[config.mk]
export PLATFORM = sky130hd
export DESIGN_NAME = rbds_avg_out
export DESIGN_NICKNAME = d
export VERILOG_FILES = /design/src/rtl/core/rgba_2x2_box_downsampler_assert.svh /design/src/rtl/core/rbds_pkg.sv /design/src/rtl/core/rbds_avg_out.sv
export SDC_FILE = /design/constraint.sdc
export NUM_CORES = 1
export LEC_CHECK = 0
export BUFFER_PORTS_ARGS = -buffer_cell sky130_fd_sc_hd__clkbuf_2
export CAP_MARGIN = 25
export CORE_ASPECT_RATIO = 0.75
export CORE_MARGIN = 8
export CORE_UTILIZATION = 57
export DETAILED_ROUTE_END_ITERATION = 8
export GPL_TIMING_DRIVEN = 0
export HOLD_SLACK_MARGIN = 0.08
export PLACE_DENSITY = 0.87
export SYNTH_ARGS = -nofsm -noshare
export SYNTH_HDL_FRONTEND = slang
export SYNTH_SLANG_ARGS = --single-unit
[constraint.sdc]
create_clock -name clk -period 8.8 [get_ports clk]
set_input_delay 0.44 -clock clk [delete_from_list [all_inputs] [get_ports clk]]
set_output_delay 0.44 -clock clk [all_outputs]
set_load 0.03 [all_outputs]
[src/rtl/core/rgba_2x2_box_downsampler_assert.svh]
// Assertion macros shared by the box downsampler RTL.
// Each macro samples on clk and is disabled while rst_n is low.
`ifndef RGBA_2X2_BOX_DOWNSAMPLER_ASSERT_SVH
`define RGBA_2X2_BOX_DOWNSAMPLER_ASSERT_SVH

// Invariant that holds at every clock edge
`define RBDS_CHECK(label, cond, msg) \
    label: assert property (@(posedge clk) disable iff (!rst_n) (cond)) else $error(msg);

// Same-cycle implication
`define RBDS_CHECK_IMP(label, ante, cons, msg) \
    label: assert property (@(posedge clk) disable iff (!rst_n) (ante) |-> (cons)) \
        else $error(msg);

`endif

[src/rtl/core/rbds_pkg.sv]
// Package for the 2x2 box downsampler: constants, types and the lane-wise halving add.
// No dependencies.
package rbds_pkg;

    localparam int DEF_MAX_WIDTH  = 2048;
    localparam int DEF_MAX_HEIGHT = 2048;

    localparam int PIX_W       = 32;
    localparam int CFG_W       = 12;
    localparam int CFG_IDX_W   = 1;
    localparam int MIN_WIDTH   = 8;
    localparam int MIN_HEIGHT  = 2;
    localparam int WIDTH_ALIGN = 8;

    localparam logic [CFG_IDX_W-1:0] REG_IMAGE_WIDTH  = 1'b0;
    localparam logic [CFG_IDX_W-1:0] REG_IMAGE_HEIGHT = 1'b1;

    localparam logic [CFG_W-1:0] IMAGE_WIDTH_RESET  = CFG_W'(8);
    localparam logic [CFG_W-1:0] IMAGE_HEIGHT_RESET = CFG_W'(2);

    localparam logic [PIX_W-1:0] LANE_MASK = 32'h7F7F7F7F;

    typedef enum logic [1:0] {
        OP_NONE,
        OP_STORE,
        OP_HOLD,
        OP_EMIT
    } op_t;

    typedef struct packed {
        op_t  op;
        logic done;
    } rbds_cmd_t;

    function automatic logic [PIX_W-1:0] half_add(input logic [PIX_W-1:0] a,
                                                  input logic [PIX_W-1:0] b);
        half_add = (a & b) + (((a ^ b) >> 1) & LANE_MASK);
    endfunction

endpackage

[src/rtl/core/rbds_avg_out.sv]
// Averaging stage and output register: vertical and horizontal halving adds per byte lane.
// Depends on rbds_pkg.
module rbds_avg_out
    import rbds_pkg::*;
(
    input  logic             clk,
    input  logic             rst_n,
    input  logic             accept,
    input  rbds_cmd_t        cmd,
    input  logic [PIX_W-1:0] pixel,
    input  logic [PIX_W-1:0] rdata,
    input  logic             out_ready,
    output logic             in_ready,
    output logic             out_valid,
    output logic [PIX_W-1:0] out_pixel,
    output logic             out_done
);

    logic             s1_valid_reg;
    op_t              s1_op_reg;
    logic             s1_done_reg;
    logic [PIX_W-1:0] s1_pixel_reg;
    logic [PIX_W-1:0] held_reg;
    logic             out_valid_reg;
    logic [PIX_W-1:0] out_pixel_reg;
    logic             out_done_reg;

    logic             out_free;
    logic             s1_blocked;
    logic             s1_go;
    logic [PIX_W-1:0] vert;

    assign out_free   = !out_valid_reg || out_ready;
    assign s1_blocked = s1_valid_reg && (s1_op_reg == OP_EMIT) && !out_free;
    assign s1_go      = s1_valid_reg && !s1_blocked;
    assign in_ready   = !s1_blocked;
    assign vert       = half_add(rdata, s1_pixel_reg);

    always_ff @(posedge clk or negedge rst_n)
    begin
        if (!rst_n)
        begin
            s1_valid_reg <= 1'b0;
        end
        else
        begin
            s1_valid_reg <= accept || s1_blocked;
        end
    end

    always_ff @(posedge clk)
    begin
        if (accept)
        begin
            s1_op_reg    <= cmd.op;
            s1_done_reg  <= cmd.done;
            s1_pixel_reg <= pixel;
        end
    end

    always_ff @(posedge clk or negedge rst_n)
    begin
        if (!rst_n)
        begin
            held_reg <= '0;
        end
        else if (s1_go && (s1_op_reg == OP_HOLD))
        begin
            held_reg <= vert;
        end
    end

    always_ff @(posedge clk or negedge rst_n)
    begin
        if (!rst_n)
        begin
            out_valid_reg <= 1'b0;
        end
        else if (s1_go && (s1_op_reg == OP_EMIT))
        begin
            out_valid_reg <= 1'b1;
        end
        else if (out_ready)
        begin
            out_valid_reg <= 1'b0;
        end
    end

    always_ff @(posedge clk)
    begin
        if (s1_go && (s1_op_reg == OP_EMIT))
        begin
            out_pixel_reg <= half_add(held_reg, vert);
            out_done_reg  <= s1_done_reg;
        end
    end

    assign out_valid = out_valid_reg;
    assign out_pixel = out_pixel_reg;
    assign out_done  = out_done_reg;

endmodule

==> flow_metrics.tcl <==
set metrics [dict create \
    outcome "complete, no violations" \
    drv_cap 0 \
    start_util 0.585 \
    synth_nets 811 \
    drive_gt1_frac 0.259 \
    cp-start-kind "flop" \
    setup_tns_ns 0 \
    routed_wl_um 15400 \
    cts_resized 0 \
    critPathArrivalTime_ns 5.53 \
    boundaryPins 106 \
    setup_viol 0 \
    max_freq_mhz 183 \
    final_max_slew_viol_count 0 \
    initialDrtViolationCount 521 \
    synth_area_um2 7170 \
    cp-end-kind "flop" \
    vias_per_cell 5.74 \
    root_buffer "clkbuf_16" \
    grt_pass1_vias 5389 \
    vias 5250 \
    clock_skew_ns 0.0101 \
    drc 0 \
    cts_hold_buf 0 \
    ys_ff_latch 102 \
    first_pass_iters 7 \
    syn2layout_area_growth_pct 14.6 \
    hold_viol 0 \
    post-place-ws_ns 3.39 \
    grtUsageTotal 0.188 \
    rsz0062_at_grt "false" \
    synth.area.top_cells "edfxtp_1, ha_1, dfrtp_1" \
    wire_per_inst_um 16.8 \
    cts.sinks 102 \
    numPortBuffers 105 \
    yosysSeqAreaShare 0.404 \
    synth_area_per_cell_um2 11.5 \
    final_cells 914 \
    grt_max_degree 37 \
    gp_congestion 0.837 \
    die_w_um 145 \
    synth_top_cells_by_count "ha_1, edfxtp_1, a21oi_1, xnor2_1, dfrtp_1" \
    grt_overflow 0 \
    worst_slack_ns 3.34 \
    relSlewSlack 0.428 \
    ir_worst_vdd_uv 154 \
    ys.flop_type "edfxtp_1" \
    dp_hpwl_um 12100 \
    yosys_warnings 0 \
    dieHeight_um 113 \
    syn_inst 626 \
    synth_top_cell_by_area "edfxtp_1" \
    clk_pin_slew_worst_paths_ns 0.07 \
    worst_path_largest_cell_delay_ns 0.49 \
    nets 928 \
    antenna_left 0 \
    worst-path-max-fanout 4 \
    dp_cells 898 \
    p_leak_nw 3.81 \
    n_antenna_cell 0 \
    cts_tree "done" \
    cts_setup_buffers 0 \
    critPathKind "flop to flop" \
    period_minus_slack_ns 5.46 \
    regArea_um2 2890 \
    yosysMostFrequentCell "ha_1" \
    synth_edf_count 68 \
    multiInputGateArea_um2 4090 \
    core_area_um2 12300 \
    fin_crit_sh 0.620 \
    die-area_um2 16500 \
    num-fill-cells 937 \
    clk_latency_ns 0.35 \
    grt_pass1_wl_um 26000 \
    power_density_nw_per_um2 326 \
    antenna_found_initial 0 \
    synth_top_cell_area_share 0.285 \
    netlist-cell-type-count 62 \
    tightest_slew_ns 0.857 \
    htreeDepth 3 \
    path_cells "ha_1 > ha_1 > fa_1 > a211oi_1 > o21bai_1 > a21oi_1 > o21ai_1 > xor2_1 > ha_1 > ha_1 > and4_1 > and3_1 > a211o_1 > a21oi_1 > nor2_1 > a31oi_1 > o31ai_1 > xor2_1" \
    hold_slack_ns 0.175 \
    cts-buffers-inserted 9 \
    cp_slowest_cell "fa_1" \
    critical_path.top_delay_family "compound AO/OA/AOI/OAI gates" \
    clk_path_buf_depth 2 \
    hold_class "primary input to asynchronous set/reset pin" \
    async_flop_share 0.333 \
    rows 35 \
    critPathRequiredTime_ns 8.87 \
    cp_common_cell "ha_1" \
    cp_num_buf_inv 0 \
]
cell usage in the layout (no fill, tap or decap), types with 8 or more instances in the layout:
cell type,n
nor2_1,24
edfxtp_1,68
nand3_1,12
xor2_1,20
dfrtp_1,34
nand4_1,12
ha_1,112
a31oi_1,11
a21o_1,32
clkbuf_1,8
clkbuf_2,110
nand2_1,25
o21ai_0,27
a21oi_1,45
xnor2_1,37
clkbuf_16,9
mux2_2,29
nor2b_1,10
kinds of logic (layout without fill, tap and decap cells):
logic type               after synthesis  in the layout  synth area share
AO/OA/AOI/OAI                        168            168             0.156
multiplexers                          30             30            0.0470
XOR/XNOR                              58             58            0.0719
adder cells (fa/ha/maj)              114            114             0.201
flip-flops                           102            102             0.404
buffers and inverters                 31            153            0.0257
AND/OR/NAND/NOR                      123            123            0.0951
metrics by stage:
| step | util | instance area [um^2] | power (mW) |
|---|---|---|---|
| floorplan | - | 7170 | 1.90 |
| finish | 0.670 | 8220 | 2.68 |
| global route | 0.670 | 8220 | 2.88 |
| CTS | 0.670 | 8220 | 2.67 |
| global placement | 0.644 | 7900 | 2.16 |
| detailed placement | 0.646 | 7920 | 2.23 |
routing by layer:
metal / global-route usage / part of all wire / up-vias
met4: 0.0512 / 0.013 / 0
met3: 0.0459 / 0.064 / 27
li1: - / - / 2610
met1: 0.256 / 0.49 / 2401
met5: 0 / 0 / -
met2: 0.294 / 0.43 / 212
where the power goes:
group          internal, mW  switching, mW
Sequential            0.714         0.0513
Clock                 0.223          0.179
Combinational         0.632          0.880
Total                  1.57           1.11
cell type report:
class,instances,area share
plain buffers,25,0.0196
clock buffers,10,0.0279
clock inverters,6,0.00838
inverters,6,0.00274
multi-input cells,493,0.498
flip-flops and latches,102,0.352
well taps,166,0.0253
repair buffers,106,0.0658
final timing paths:
check	endpoint	startpoint	cells after the start	slack, ns
setup / recovery	out_pixel[30]	s1_pixel_reg[1]	18	3.34
hold / removal	out_valid	rst_n	1	0.17
setup reg to reg	out_pixel[30]	s1_pixel_reg[1]	18	3.34
hold reg to reg	out_done	s1_done_reg	0	0.43
max in group asynchronous	held_reg[31]	rst_n	1	8.11
min in group clk	s1_pixel_reg[18]	pixel[18]	1	0.26
Power figures use the tool's default switching activity.
