--- config.mk ---
export PLATFORM = sky130hd
export DESIGN_NAME = rbds_addr_gen
export DESIGN_NICKNAME = d
export VERILOG_FILES = /design/src/rtl/core/rbds_pkg.sv /design/src/rtl/core/rbds_addr_gen.sv
export VERILOG_INCLUDE_DIRS = /design/src /design/src/rtl/core
export SDC_FILE = /design/constraint.sdc
export NUM_CORES = 1
export LEC_CHECK = 0
export BUFFER_PORTS_ARGS = -buffer_cell sky130_fd_sc_hd__buf_2
export CAP_MARGIN = 40
export CORE_MARGIN = 4
export CORE_UTILIZATION = 60
export CTS_CLUSTER_DIAMETER = 80
export DETAILED_ROUTE_END_ITERATION = 12
export GPL_TIMING_DRIVEN = 0
export PLACE_DENSITY_LB_ADDON = 0.15
export SLEW_MARGIN = 20
export SYNTH_ARGS = -nofsm -noshare
export SYNTH_HDL_FRONTEND = slang
export SYNTH_SLANG_ARGS = --single-unit
--- constraint.sdc ---
create_clock -name clk -period 9.3 [get_ports clk]
set_input_delay 0.93 -clock clk [delete_from_list [all_inputs] [get_ports clk]]
set_output_delay 0.93 -clock clk [all_outputs]
set_load 0.02 [all_outputs]
--- src/rtl/core/rgba_2x2_box_downsampler_assert.svh ---
// Assertion macros shared by the box downsampler RTL.
// Each macro samples on clk and is disabled while rst_n is low.
`ifndef RGBA_2X2_BOX_DOWNSAMPLER_ASSERT_SVH
`define RGBA_2X2_BOX_DOWNSAMPLER_ASSERT_SVH

// Invariant that holds at every clock edge
`define RBDS_CHECK(label, cond, msg) \
    label: assert property (@(posedge clk) disable iff (!rst_n) (cond)) else $error(msg);

// Same-cycle implication
`define RBDS_CHECK_IMP(label, ante, cons, msg) \
    label: assert property (@(posedge clk) disable iff (!rst_n) (ante) |-> (cons)) \
        else $error(msg);

`endif

--- src/rtl/core/rbds_pkg.sv ---
// Package for the 2x2 box downsampler: constants, types and the lane-wise halving add.
// No dependencies.
package rbds_pkg;

    localparam int DEF_MAX_WIDTH  = 2048;
    localparam int DEF_MAX_HEIGHT = 2048;

    localparam int PIX_W       = 32;
    localparam int CFG_W       = 12;
    localparam int CFG_IDX_W   = 1;
    localparam int MIN_WIDTH   = 8;
    localparam int MIN_HEIGHT  = 2;
    localparam int WIDTH_ALIGN = 8;

    localparam logic [CFG_IDX_W-1:0] REG_IMAGE_WIDTH  = 1'b0;
    localparam logic [CFG_IDX_W-1:0] REG_IMAGE_HEIGHT = 1'b1;

    localparam logic [CFG_W-1:0] IMAGE_WIDTH_RESET  = CFG_W'(8);
    localparam logic [CFG_W-1:0] IMAGE_HEIGHT_RESET = CFG_W'(2);

    localparam logic [PIX_W-1:0] LANE_MASK = 32'h7F7F7F7F;

    typedef enum logic [1:0] {
        OP_NONE,
        OP_STORE,
        OP_HOLD,
        OP_EMIT
    } op_t;

    typedef struct packed {
        op_t  op;
        logic done;
    } rbds_cmd_t;

    function automatic logic [PIX_W-1:0] half_add(input logic [PIX_W-1:0] a,
                                                  input logic [PIX_W-1:0] b);
        half_add = (a & b) + (((a ^ b) >> 1) & LANE_MASK);
    endfunction

endpackage

--- src/rtl/core/rbds_addr_gen.sv ---
// Configuration registers, column/row counters and line store access control.
// Depends on rbds_pkg and rgba_2x2_box_downsampler_assert.svh.
`include "rgba_2x2_box_downsampler_assert.svh"

module rbds_addr_gen
    import rbds_pkg::*;
#(
    parameter int MAX_WIDTH  = DEF_MAX_WIDTH,
    parameter int MAX_HEIGHT = DEF_MAX_HEIGHT,
    localparam int CW = $clog2(MAX_WIDTH),
    localparam int RW = $clog2(MAX_HEIGHT)
)
(
    input  logic                 clk,
    input  logic                 rst_n,
    input  logic                 cfg_we,
    input  logic [CFG_IDX_W-1:0] cfg_index,
    input  logic [CFG_W-1:0]     cfg_data,
    input  logic                 accept,
    output rbds_cmd_t            cmd,
    output logic [CW-1:0]        addr,
    output logic                 mem_we,
    output logic                 mem_re
);

    localparam int XW = (CW + 1 > CFG_W) ? CW + 1 : CFG_W;
    localparam int YW = (RW + 1 > CFG_W) ? RW + 1 : CFG_W;

    logic [CFG_W-1:0] width_reg;
    logic [CFG_W-1:0] height_reg;
    logic [CW-1:0]    col_reg;
    logic [CW-1:0]    col_next;
    logic [RW-1:0]    row_reg;
    logic [RW-1:0]    row_next;

    logic [XW-1:0] w_raw;
    logic [XW-1:0] w_clamp;
    logic [XW-1:0] w_align;
    logic [XW-1:0] w_eff;
    logic [YW-1:0] h_raw;
    logic [YW-1:0] h_eff;
    logic [YW-1:0] paired_rows;
    logic [XW-1:0] col_inc;
    logic [YW-1:0] row_inc;
    logic          row_end;
    logic          active;

    always_ff @(posedge clk or negedge rst_n)
    begin
        if (!rst_n)
        begin
            width_reg  <= IMAGE_WIDTH_RESET;
            height_reg <= IMAGE_HEIGHT_RESET;
        end
        else if (cfg_we)
        begin
            case (cfg_index)
                REG_IMAGE_WIDTH:  width_reg  <= cfg_data;
                REG_IMAGE_HEIGHT: height_reg <= cfg_data;
                default: ;
            endcase
        end
    end

    always_comb
    begin
        w_raw = XW'(width_reg);
        if (w_raw < XW'(MIN_WIDTH))
        begin
            w_clamp = XW'(MIN_WIDTH);
        end
        else if (w_raw > XW'(MAX_WIDTH))
        begin
            w_clamp = XW'(MAX_WIDTH);
        end
        else
        begin
            w_clamp = w_raw;
        end
        w_align = w_clamp & ~XW'(WIDTH_ALIGN - 1);
        w_eff   = (w_align < XW'(MIN_WIDTH)) ? XW'(MIN_WIDTH) : w_align;

        h_raw = YW'(height_reg);
        if (h_raw < YW'(MIN_HEIGHT))
        begin
            h_eff = YW'(MIN_HEIGHT);
        end
        else if (h_raw > YW'(MAX_HEIGHT))
        begin
            h_eff = YW'(MAX_HEIGHT);
        end
        else
        begin
            h_eff = h_raw;
        end
        paired_rows = h_eff & ~YW'(1);

        col_inc = XW'(col_reg) + XW'(1);
        row_inc = YW'(row_reg) + YW'(1);
        row_end = col_inc >= w_eff;
        active  = YW'(row_reg) < paired_rows;

        if (!active)
        begin
            cmd.op = OP_NONE;
        end
        else if (!row_reg[0])
        begin
            cmd.op = OP_STORE;
        end
        else if (!col_reg[0])
        begin
            cmd.op = OP_HOLD;
        end
        else
        begin
            cmd.op = OP_EMIT;
        end
        cmd.done = row_end && (row_inc >= paired_rows);

        if (row_end)
        begin
            col_next = '0;
            row_next = (row_inc >= h_eff) ? '0 : row_inc[RW-1:0];
        end
        else
        begin
            col_next = col_inc[CW-1:0];
            row_next = row_reg;
        end
    end

    always_ff @(posedge clk or negedge rst_n)
    begin
        if (!rst_n)
        begin
            col_reg <= '0;
            row_reg <= '0;
        end
        else if (accept)
        begin
            col_reg <= col_next;
            row_reg <= row_next;
        end
    end

    assign addr   = col_reg;
    assign mem_we = accept && (cmd.op == OP_STORE);
    assign mem_re = accept && ((cmd.op == OP_HOLD) || (cmd.op == OP_EMIT));

    `RBDS_CHECK(a_col_range, XW'(col_reg) < XW'(MAX_WIDTH), "column count out of range")
    `RBDS_CHECK(a_row_range, YW'(row_reg) < YW'(MAX_HEIGHT), "row count out of range")
    `RBDS_CHECK_IMP(a_emit_odd, accept && (cmd.op == OP_EMIT), col_reg[0] && row_reg[0], "emit off odd row or column")
    `RBDS_CHECK(a_we_re_excl, !(mem_we && mem_re), "line store read and write together")

endmodule

==> run_summary.xml, run 1 <==
<?xml version="1.0" encoding="UTF-8"?>
<metrics>
  <group name="worst_setup_path">
    <metric name="critical-path-slowest-cell" unit="">a211oi_2</metric>
    <metric name="cp_cell_instances" unit="">ha_1 &gt; and3_2 &gt; and3_1 &gt; nand2_1 &gt; nor2_1 &gt; xnor2_1 &gt; ha_1 &gt; a21oi_1 &gt; nand2_1 &gt; a211oi_2 &gt; nand2_1 &gt; a21boi_0 &gt; buf_2</metric>
    <metric name="r2r_setup_slack" unit="ns">5.70</metric>
    <metric name="endpoint_kind" unit="">output pin</metric>
    <metric name="worstPathBufferInverterCount" unit="">1</metric>
    <metric name="path_class" unit="">reg2out</metric>
    <metric name="critPathRequiredTime" unit="ns">8.37</metric>
    <metric name="path_common_cell" unit="">nand2_1</metric>
    <metric name="largest_stage_delay_on_the_critical_path" unit="ns">0.46</metric>
    <metric name="critical_path_peak_fanout" unit="">7</metric>
    <metric name="arrival" unit="ns">3.57</metric>
    <metric name="cp_startpoint_kind" unit="">flip-flop</metric>
    <metric name="worst_path_dominant_cell_family" unit="">simple AND/OR/NAND/NOR gates</metric>
  </group>
  <group name="synthesis">
    <metric name="synth-main-ff-cell" unit="">dfrtp_1</metric>
    <metric name="synthesis.nets" unit="">354</metric>
    <metric name="synth_sequential_area_ratio" unit="%">36.29</metric>
    <metric name="synth_edf_count" unit="">0</metric>
    <metric name="synthesis.instances" unit="">303</metric>
    <metric name="ys_async_sr_fraction" unit="%">100.0</metric>
    <metric name="synth_area" unit="µm²">2972</metric>
    <metric name="synth_area_per_cell" unit="µm²">9.807</metric>
    <metric name="yosysWarningCount" unit="">0</metric>
    <metric name="ys_types" unit="">48</metric>
    <metric name="yosys_register_bits" unit="">43</metric>
  </group>
  <group name="routing">
    <metric name="route.detailed.vias_per_inst" unit="">5.785</metric>
    <metric name="post_drt_wl_per_cell" unit="µm">15.45</metric>
    <metric name="drtIter0Drc" unit="">71</metric>
    <metric name="drt_pass1_iterations" unit="">4</metric>
    <metric name="dr_total_vias" unit="">2372</metric>
    <metric name="drc" unit="">0</metric>
    <metric name="drtAntennaViolNets" unit="">0</metric>
    <metric name="wl" unit="mm">6.334</metric>
  </group>
  <group name="timing">
    <metric name="drv_slew" unit="">0</metric>
    <metric name="max_slew.worst_pin.slew" unit="ns">0.5768</metric>
    <metric name="final-setup-viol-count" unit="">0</metric>
    <metric name="grt_setup_unrepaired" unit="">false</metric>
    <metric name="post_route_minimum_period" unit="ns">4.495</metric>
    <metric name="fin_setup_tns" unit="ns">0</metric>
    <metric name="headroom_to_the_max_slew_limit" unit="%">61.54</metric>
    <metric name="clock.fmax" unit="MHz">222.5</metric>
    <metric name="period_share" unit="%">48.34</metric>
    <metric name="finalHoldViolations" unit="">0</metric>
    <metric name="skew" unit="ns">0.01538</metric>
  </group>
  <group name="pwr">
    <metric name="power_density" unit="nW/µm²">204.9</metric>
    <metric name="power_leakage" unit="nW">1.687</metric>
    <metric name="vdd_ir_drop_max" unit="mV">0.1197</metric>
  </group>
  <group name="worst_hold_path">
    <metric name="min-delay-path-class" unit="">in2async</metric>
  </group>
  <group name="floorplanning">
    <metric name="fp.coreArea" unit="µm²">4755</metric>
    <metric name="placement_rows" unit="">25</metric>
    <metric name="initial_utilization" unit="%">62.50</metric>
    <metric name="die_width" unit="µm">78.38</metric>
    <metric name="pin_count" unit="">33</metric>
    <metric name="fp.dieArea" unit="µm²">6143</metric>
    <metric name="fp.dieH" unit="µm">78.38</metric>
  </group>
  <group name="layout">
    <metric name="multi_input_area" unit="µm²">1813</metric>
    <metric name="final_util" unit="%">70.39</metric>
    <metric name="seqCellArea" unit="µm²">1079</metric>
    <metric name="growth_of_design_area_from_synthesis_to_finish" unit="%">12.63</metric>
    <metric name="largest_register_ffs" unit="">12</metric>
    <metric name="drive_above_1_share" unit="%">23.32</metric>
    <metric name="antenna_fix_cells" unit="">0</metric>
    <metric name="filler_cell_count" unit="">368</metric>
    <metric name="design.final.nets" unit="">393</metric>
  </group>
  <group name="clocking">
    <metric name="tritoncts.num_buffers" unit="">5</metric>
    <metric name="num_clock_sinks" unit="">43</metric>
    <metric name="skew_pair_late_insertion_delay" unit="ns">0.31</metric>
    <metric name="clock_tree.buffer_depth" unit="">2</metric>
    <metric name="clock_tree.root_cell" unit="">clkbuf_8</metric>
    <metric name="tritoncts" unit="">yes</metric>
    <metric name="htreeDepth" unit="">2</metric>
    <metric name="cts_setup_buffers" unit="">0</metric>
    <metric name="postCtsResizedCells" unit="">0</metric>
    <metric name="clk_transition_reported_paths" unit="ns">0.10</metric>
    <metric name="holdBufCountCts" unit="">0</metric>
  </group>
  <group name="job">
    <metric name="maxCapViolations" unit="">0</metric>
  </group>
  <group name="global_route">
    <metric name="wire_length_of_the_first_global_routing_pass" unit="mm">11.07</metric>
    <metric name="gr-total-overflow" unit="">0</metric>
    <metric name="initial_antenna_violation_count" unit="">0</metric>
    <metric name="vias_in_the_first_global_route" unit="">2432</metric>
    <metric name="pin_count_of_the_biggest_net_entering_global_routing" unit="">27</metric>
    <metric name="gr-usage-all-layers" unit="%">22.95</metric>
  </group>
  <group name="place">
    <metric name="place.gp.congestion" unit="">0.8279</metric>
    <metric name="detailedPlacementHpwl" unit="mm">4.987</metric>
    <metric name="port-buffer-count" unit="">31</metric>
  </group>
  <group name="run_status">
    <metric name="run_status" unit="">completed</metric>
  </group>
</metrics>
-- power by group --
| group | switching (mW) | leakage (nW) | total [mW] | internal (mW) |
|---|---|---|---|---|
| logic | 0.154 | 1.09 | 0.268 | 0.114 |
| clock network | 0.0721 | 0.0587 | 0.154 | 0.0814 |
| registers | 0.0449 | 0.540 | 0.264 | 0.219 |
-- layout make-up --
class                   instances  share of cell area (%)
plain buffers                   7                   1.271
repair buffers                 32                   5.234
multi-input cells             243                   54.17
well taps                      67                   2.505
flip-flops and latches         43                   32.22
clock buffers                   5                   2.056
clock inverters                 3                   1.421
inverters                      10                   1.121
-- stage by stage --
step	cells	hold slack (ns)	cell area [µm²]	total power, mW	setup WS (ns)
after global placement	401	0.5161	3211	0.5213	5.182
final	410	0.5352	3347	0.6858	4.805
after detailed placement	402	0.5262	3231	0.5347	5.145
after floorplan	303	0.4881	2972	0.4560	5.556
after CTS	410	0.5471	3347	0.6881	4.800
after global routing	410	0.5689	3347	0.7396	4.514
-- layer usage --
metal / global-route usage (%) / vias to the layer above / wire (µm)
li1: - / 1174 / -
met1: 27.95 / 1140 / 2916
met3: 4.128 / 14 / 197
met5: 0 / - / 0
met2: 39.98 / 44 / 3078
met4: 9.441 / 0 / 142
-- path summary, 6_finish.rpt --
path                            startpoint          to  depth (start not counted)
worst min register to register    addr[10]    addr[10]                          1
min in group clk                  addr[10]    addr[10]                          1
worst max-delay path               addr[0]      cmd[0]                         13
worst min-delay path                 rst_n  row_reg[8]                          1
max in group asynchronous            rst_n    w_raw[3]                          2
worst max register to register  row_reg[0]  row_reg[0]                         14
-- cells in the final DEF, fill, tap and decap left out, drive strengths merged, types with 2 or more instances in the layout --
cell | synthesis | layout
dfrtp | 41 | 41
a22o | 11 | 11
clkinv | 1 | 2
and3 | 8 | 8
nand3 | 14 | 14
nand4 | 4 | 4
a21o | 5 | 5
o21a | 2 | 2
nand2 | 43 | 43
buf | 3 | 35
nor4 | 3 | 3
clkbuf | 4 | 9
nor2 | 16 | 16
mux2i | 2 | 2
o21bai | 5 | 5
a21oi | 13 | 13
o21ai | 13 | 13
ha | 34 | 34
mux2 | 21 | 21
dfstp | 2 | 2
nor2b | 5 | 5
o31ai | 2 | 2
nor3 | 11 | 11
xnor2 | 9 | 9
xor2 | 9 | 9
o2bb2ai | 2 | 2
inv | 9 | 10
-- cells in the mapped netlist (6+ instances only) --
cell,n,area [µm²]
a21oi_1,13,65.06
xor2_1,9,78.83
o21ai_0,11,55.05
xnor2_1,9,78.83
mux2_2,21,236.5
inv_1,9,33.78
ha_1,34,425.4
a22o_1,9,78.83
and3_1,6,37.54
nand3_1,11,55.05
nor3_1,10,50.05
nand2_1,43,161.4
dfrtp_1,41,1026
nor2_1,14,52.55
-- logic make-up after synthesis --
kind of cell | synth area share (%)
adders and majority gates | 14.32
xor gates and xnor gates | 5.306
and+or+nand+nor | 17.68
muxes | 8.632
buffers and inverters | 2.694
AOI/OAI and AO/OA | 15.07
DFF | 36.29
Note: power is estimated with default switching activity, not from simulation.
==> run 2, diff against run 1 <==
--- a/config.mk
+++ b/config.mk
@@ -9,7 +9,7 @@
 export BUFFER_PORTS_ARGS = -buffer_cell sky130_fd_sc_hd__buf_2
 export CAP_MARGIN = 40
 export CORE_MARGIN = 4
-export CORE_UTILIZATION = 60
+export CORE_UTILIZATION = 53
 export CTS_CLUSTER_DIAMETER = 80
 export DETAILED_ROUTE_END_ITERATION = 12
 export GPL_TIMING_DRIVEN = 0
==> constraint.sdc (replaced) <==
create_clock -name clk -period 3.73 [get_ports clk]
set_input_delay 0.373 -clock clk [delete_from_list [all_inputs] [get_ports clk]]
set_output_delay 0.373 -clock clk [all_outputs]
set_load 0.02 [all_outputs]
==> run_summary.xml, run 2 (synthesis gave the netlist of run 1 again) <==
<?xml version="1.0" encoding="UTF-8"?>
<metrics>
  <group name="clocking">
    <metric name="clk_transition_reported_paths" unit="ns">0.10</metric>
    <metric name="skew_pair_late_insertion_delay" unit="ns">0.30</metric>
    <metric name="tritoncts.num_buffers" unit="">5</metric>
    <metric name="clock_tree.root_cell" unit="">clkbuf_8</metric>
    <metric name="clock_tree.buffer_depth" unit="">2</metric>
    <metric name="tritoncts" unit="">yes</metric>
    <metric name="htreeDepth" unit="">2</metric>
    <metric name="holdBufCountCts" unit="">0</metric>
    <metric name="num_clock_sinks" unit="">43</metric>
  </group>
  <group name="timing">
    <metric name="headroom_to_the_max_slew_limit" unit="%">64.17</metric>
    <metric name="drv_slew" unit="">0</metric>
    <metric name="post_route_minimum_period" unit="ns">3.472</metric>
    <metric name="final-setup-viol-count" unit="">0</metric>
    <metric name="skew" unit="ns">0.01399</metric>
    <metric name="fin_setup_tns" unit="ns">0</metric>
    <metric name="max_slew.worst_pin.slew" unit="ns">0.5375</metric>
    <metric name="finalHoldViolations" unit="">0</metric>
    <metric name="clock.fmax" unit="MHz">288.1</metric>
    <metric name="grt_setup_unrepaired" unit="">false</metric>
    <metric name="period_share" unit="%">93.07</metric>
  </group>
  <group name="job">
    <metric name="maxCapViolations" unit="">0</metric>
  </group>
  <group name="place">
    <metric name="numPlacedInstances" unit="">407</metric>
    <metric name="port-buffer-count" unit="">31</metric>
    <metric name="placedInstanceArea" unit="µm²">3237</metric>
    <metric name="detailedPlacementHpwl" unit="mm">5.008</metric>
    <metric name="place.gp.congestion" unit="">0.7970</metric>
  </group>
  <group name="layout">
    <metric name="drive_above_1_share" unit="%">27.59</metric>
    <metric name="antenna_fix_cells" unit="">0</metric>
    <metric name="layout_commonest_cell" unit="">nand2_1</metric>
    <metric name="growth_of_design_area_from_synthesis_to_finish" unit="%">15.79</metric>
    <metric name="largest_register_ffs" unit="">12</metric>
    <metric name="design.final.nets" unit="">398</metric>
    <metric name="layout_common_cells" unit="">nand2_1 (42), dfrtp_1 (38), buf_2 (32), ha_1 (32), mux2_2 (21)</metric>
    <metric name="final_cells" unit="">420</metric>
    <metric name="finish.instance_area" unit="µm²">3441</metric>
    <metric name="final_util" unit="%">62.87</metric>
  </group>
  <group name="pwr">
    <metric name="seq_power_share" unit="%">37.6</metric>
    <metric name="power_switching" unit="µW">667.2</metric>
    <metric name="clock_power_share" unit="%">21.8</metric>
    <metric name="power_density" unit="nW/µm²">503.1</metric>
    <metric name="vdd_ir_drop_max" unit="mV">0.2906</metric>
    <metric name="pwr-share-comb" unit="%">40.6</metric>
    <metric name="power_leakage" unit="nW">1.718</metric>
    <metric name="sw_frac_of_total" unit="%">38.54</metric>
    <metric name="cell_internal_pwr" unit="mW">1.064</metric>
  </group>
  <group name="worst_setup_path">
    <metric name="worst_flop_to_flop_path_endpoint" unit="">row_reg[8]</metric>
    <metric name="critical_path_peak_fanout" unit="">6</metric>
    <metric name="r2r.worst_path.cells" unit="">12</metric>
    <metric name="timing.critical_path.depth" unit="">13</metric>
    <metric name="path_class" unit="">reg2out</metric>
    <metric name="path_common_cell" unit="">nand2_1</metric>
    <metric name="cp_startpoint_kind" unit="">flip-flop</metric>
    <metric name="worst_path_dominant_cell_family" unit="">simple AND/OR/NAND/NOR gates</metric>
    <metric name="largest_stage_delay_on_the_critical_path" unit="ns">0.44</metric>
    <metric name="endpoint_kind" unit="">output pin</metric>
    <metric name="cp_cell_instances" unit="">ha_2 &gt; and3_2 &gt; and3_1 &gt; nand2_1 &gt; nor2_2 &gt; xnor2_2 &gt; ha_1 &gt; a21oi_1 &gt; nand2_1 &gt; a211oi_4 &gt; nand2_4 &gt; a21boi_0 &gt; buf_2</metric>
    <metric name="critPathRequiredTime" unit="ns">3.36</metric>
    <metric name="worstPathBufferInverterCount" unit="">1</metric>
    <metric name="r2r_setup_slack" unit="ns">0.47</metric>
    <metric name="critical-path-slowest-cell" unit="">dfrtp_2</metric>
    <metric name="arrival" unit="ns">3.10</metric>
    <metric name="r2r_start" unit="">row_reg[2]</metric>
    <metric name="critPathLaunch" unit="">addr[0]</metric>
    <metric name="crit_path_to" unit="">cmd[0]</metric>
  </group>
  <group name="run_status">
    <metric name="run_status" unit="">completed</metric>
  </group>
  <group name="floorplanning">
    <metric name="fp.coreArea" unit="µm²">5473</metric>
    <metric name="placement_rows" unit="">27</metric>
    <metric name="initial_utilization" unit="%">54.30</metric>
    <metric name="die_width" unit="µm">82.88</metric>
    <metric name="fp.dieH" unit="µm">82.88</metric>
    <metric name="fp.dieArea" unit="µm²">6869</metric>
    <metric name="pin_count" unit="">33</metric>
  </group>
  <group name="global_route">
    <metric name="vias_in_the_first_global_route" unit="">2413</metric>
    <metric name="gr-usage-all-layers" unit="%">19.98</metric>
    <metric name="wire_length_of_the_first_global_routing_pass" unit="mm">11.42</metric>
    <metric name="initial_antenna_violation_count" unit="">0</metric>
    <metric name="gr-total-overflow" unit="">0</metric>
    <metric name="pin_count_of_the_biggest_net_entering_global_routing" unit="">27</metric>
  </group>
  <group name="routing">
    <metric name="drc" unit="">0</metric>
    <metric name="drtAntennaViolNets" unit="">0</metric>
    <metric name="drtIter0Drc" unit="">98</metric>
    <metric name="post_drt_wl_per_cell" unit="µm">15.14</metric>
    <metric name="drt_pass1_iterations" unit="">4</metric>
    <metric name="route.detailed.vias_per_inst" unit="">5.624</metric>
    <metric name="wl" unit="mm">6.359</metric>
    <metric name="dr_total_vias" unit="">2362</metric>
  </group>
  <group name="worst_hold_path">
    <metric name="min-delay-path-class" unit="">in2async</metric>
  </group>
</metrics>
run 2: changes by cell type in the layout (fill, tap and decap cells not counted), moves of 2 or more:
cell	delta
ha_2	+2
nor2_1	-3
buf_4	+5
nor2_2	+2
ha_1	-2
dfrtp_1	-3
dfrtp_2	+3
run 2: routing by layer:
| metal | global-route usage, % | part of all wire, % |
|---|---|---|
| met5 | 0 | 0 |
| met4 | 4.458 | 0.90 |
| met3 | 3.274 | 2.5 |
| met2 | 35.06 | 51 |
| met1 | 25.73 | 46 |
run 2: how the worst min path moves through the flow:
| stage | from | end | slack, ns | depth (start not counted) |
|---|---|---|---|---|
| after global routing | rst_n | row_reg[7] | 0.03 | 1 |
| after detailed placement | rst_n | row_reg[7] | 0.35 | 1 |
| after floorplan | rst_n | addr[0] | 0.08 | 0 |
| after CTS | rst_n | row_reg[7] | 0.01 | 1 |
| final | rst_n | row_reg[7] | 0.007 | 1 |
| after global placement | h_raw[9] | h_raw[9] | 0.52 | 1 |
run 2: power groups by stage:
stage               logic [mW]  clock network, mW  registers (mW)
floorplan                0.472                  0           0.665
global placement         0.641                  0           0.665
detailed placement       0.659                  0           0.669
CTS                      0.667              0.391           0.661
global route             0.808              0.416           0.666
finish                   0.703              0.378           0.651
run 2: layout make-up:
class	count	area, µm²
Clock inverter	3	47.55
Inverter	10	37.54
Clock buffer	5	68.82
Buffer	7	42.54
Timing Repair Buffer	37	212.7
Multi-Input combinational cell	243	1859
Sequential cell	43	1082
Tap cell	72	90.09
Fill cell	491	2032
run 2: metrics by stage:
| step | power [mW] | hold slack (ns) | setup slack, ns |
|---|---|---|---|
| floorplan | 1.137 | 0.07741 | 0.5431 |
| global placement | 1.306 | 0.5171 | 0.1197 |
| detailed placement | 1.328 | 0.3483 | 0.1161 |
| CTS | 1.719 | 0.01007 | 0.08310 |
| global route | 1.890 | 0.02585 | 0.02110 |
| finish | 1.731 | 0.006921 | 0.2585 |
run 2: what timing repair did:
item / 4_1_cts / 5_1_grt
pin swaps: 1 / 1
endpoints found under the setup margin: 1 / 2
gates resized for setup: 4 / 10
buffers inserted: 1 / 4
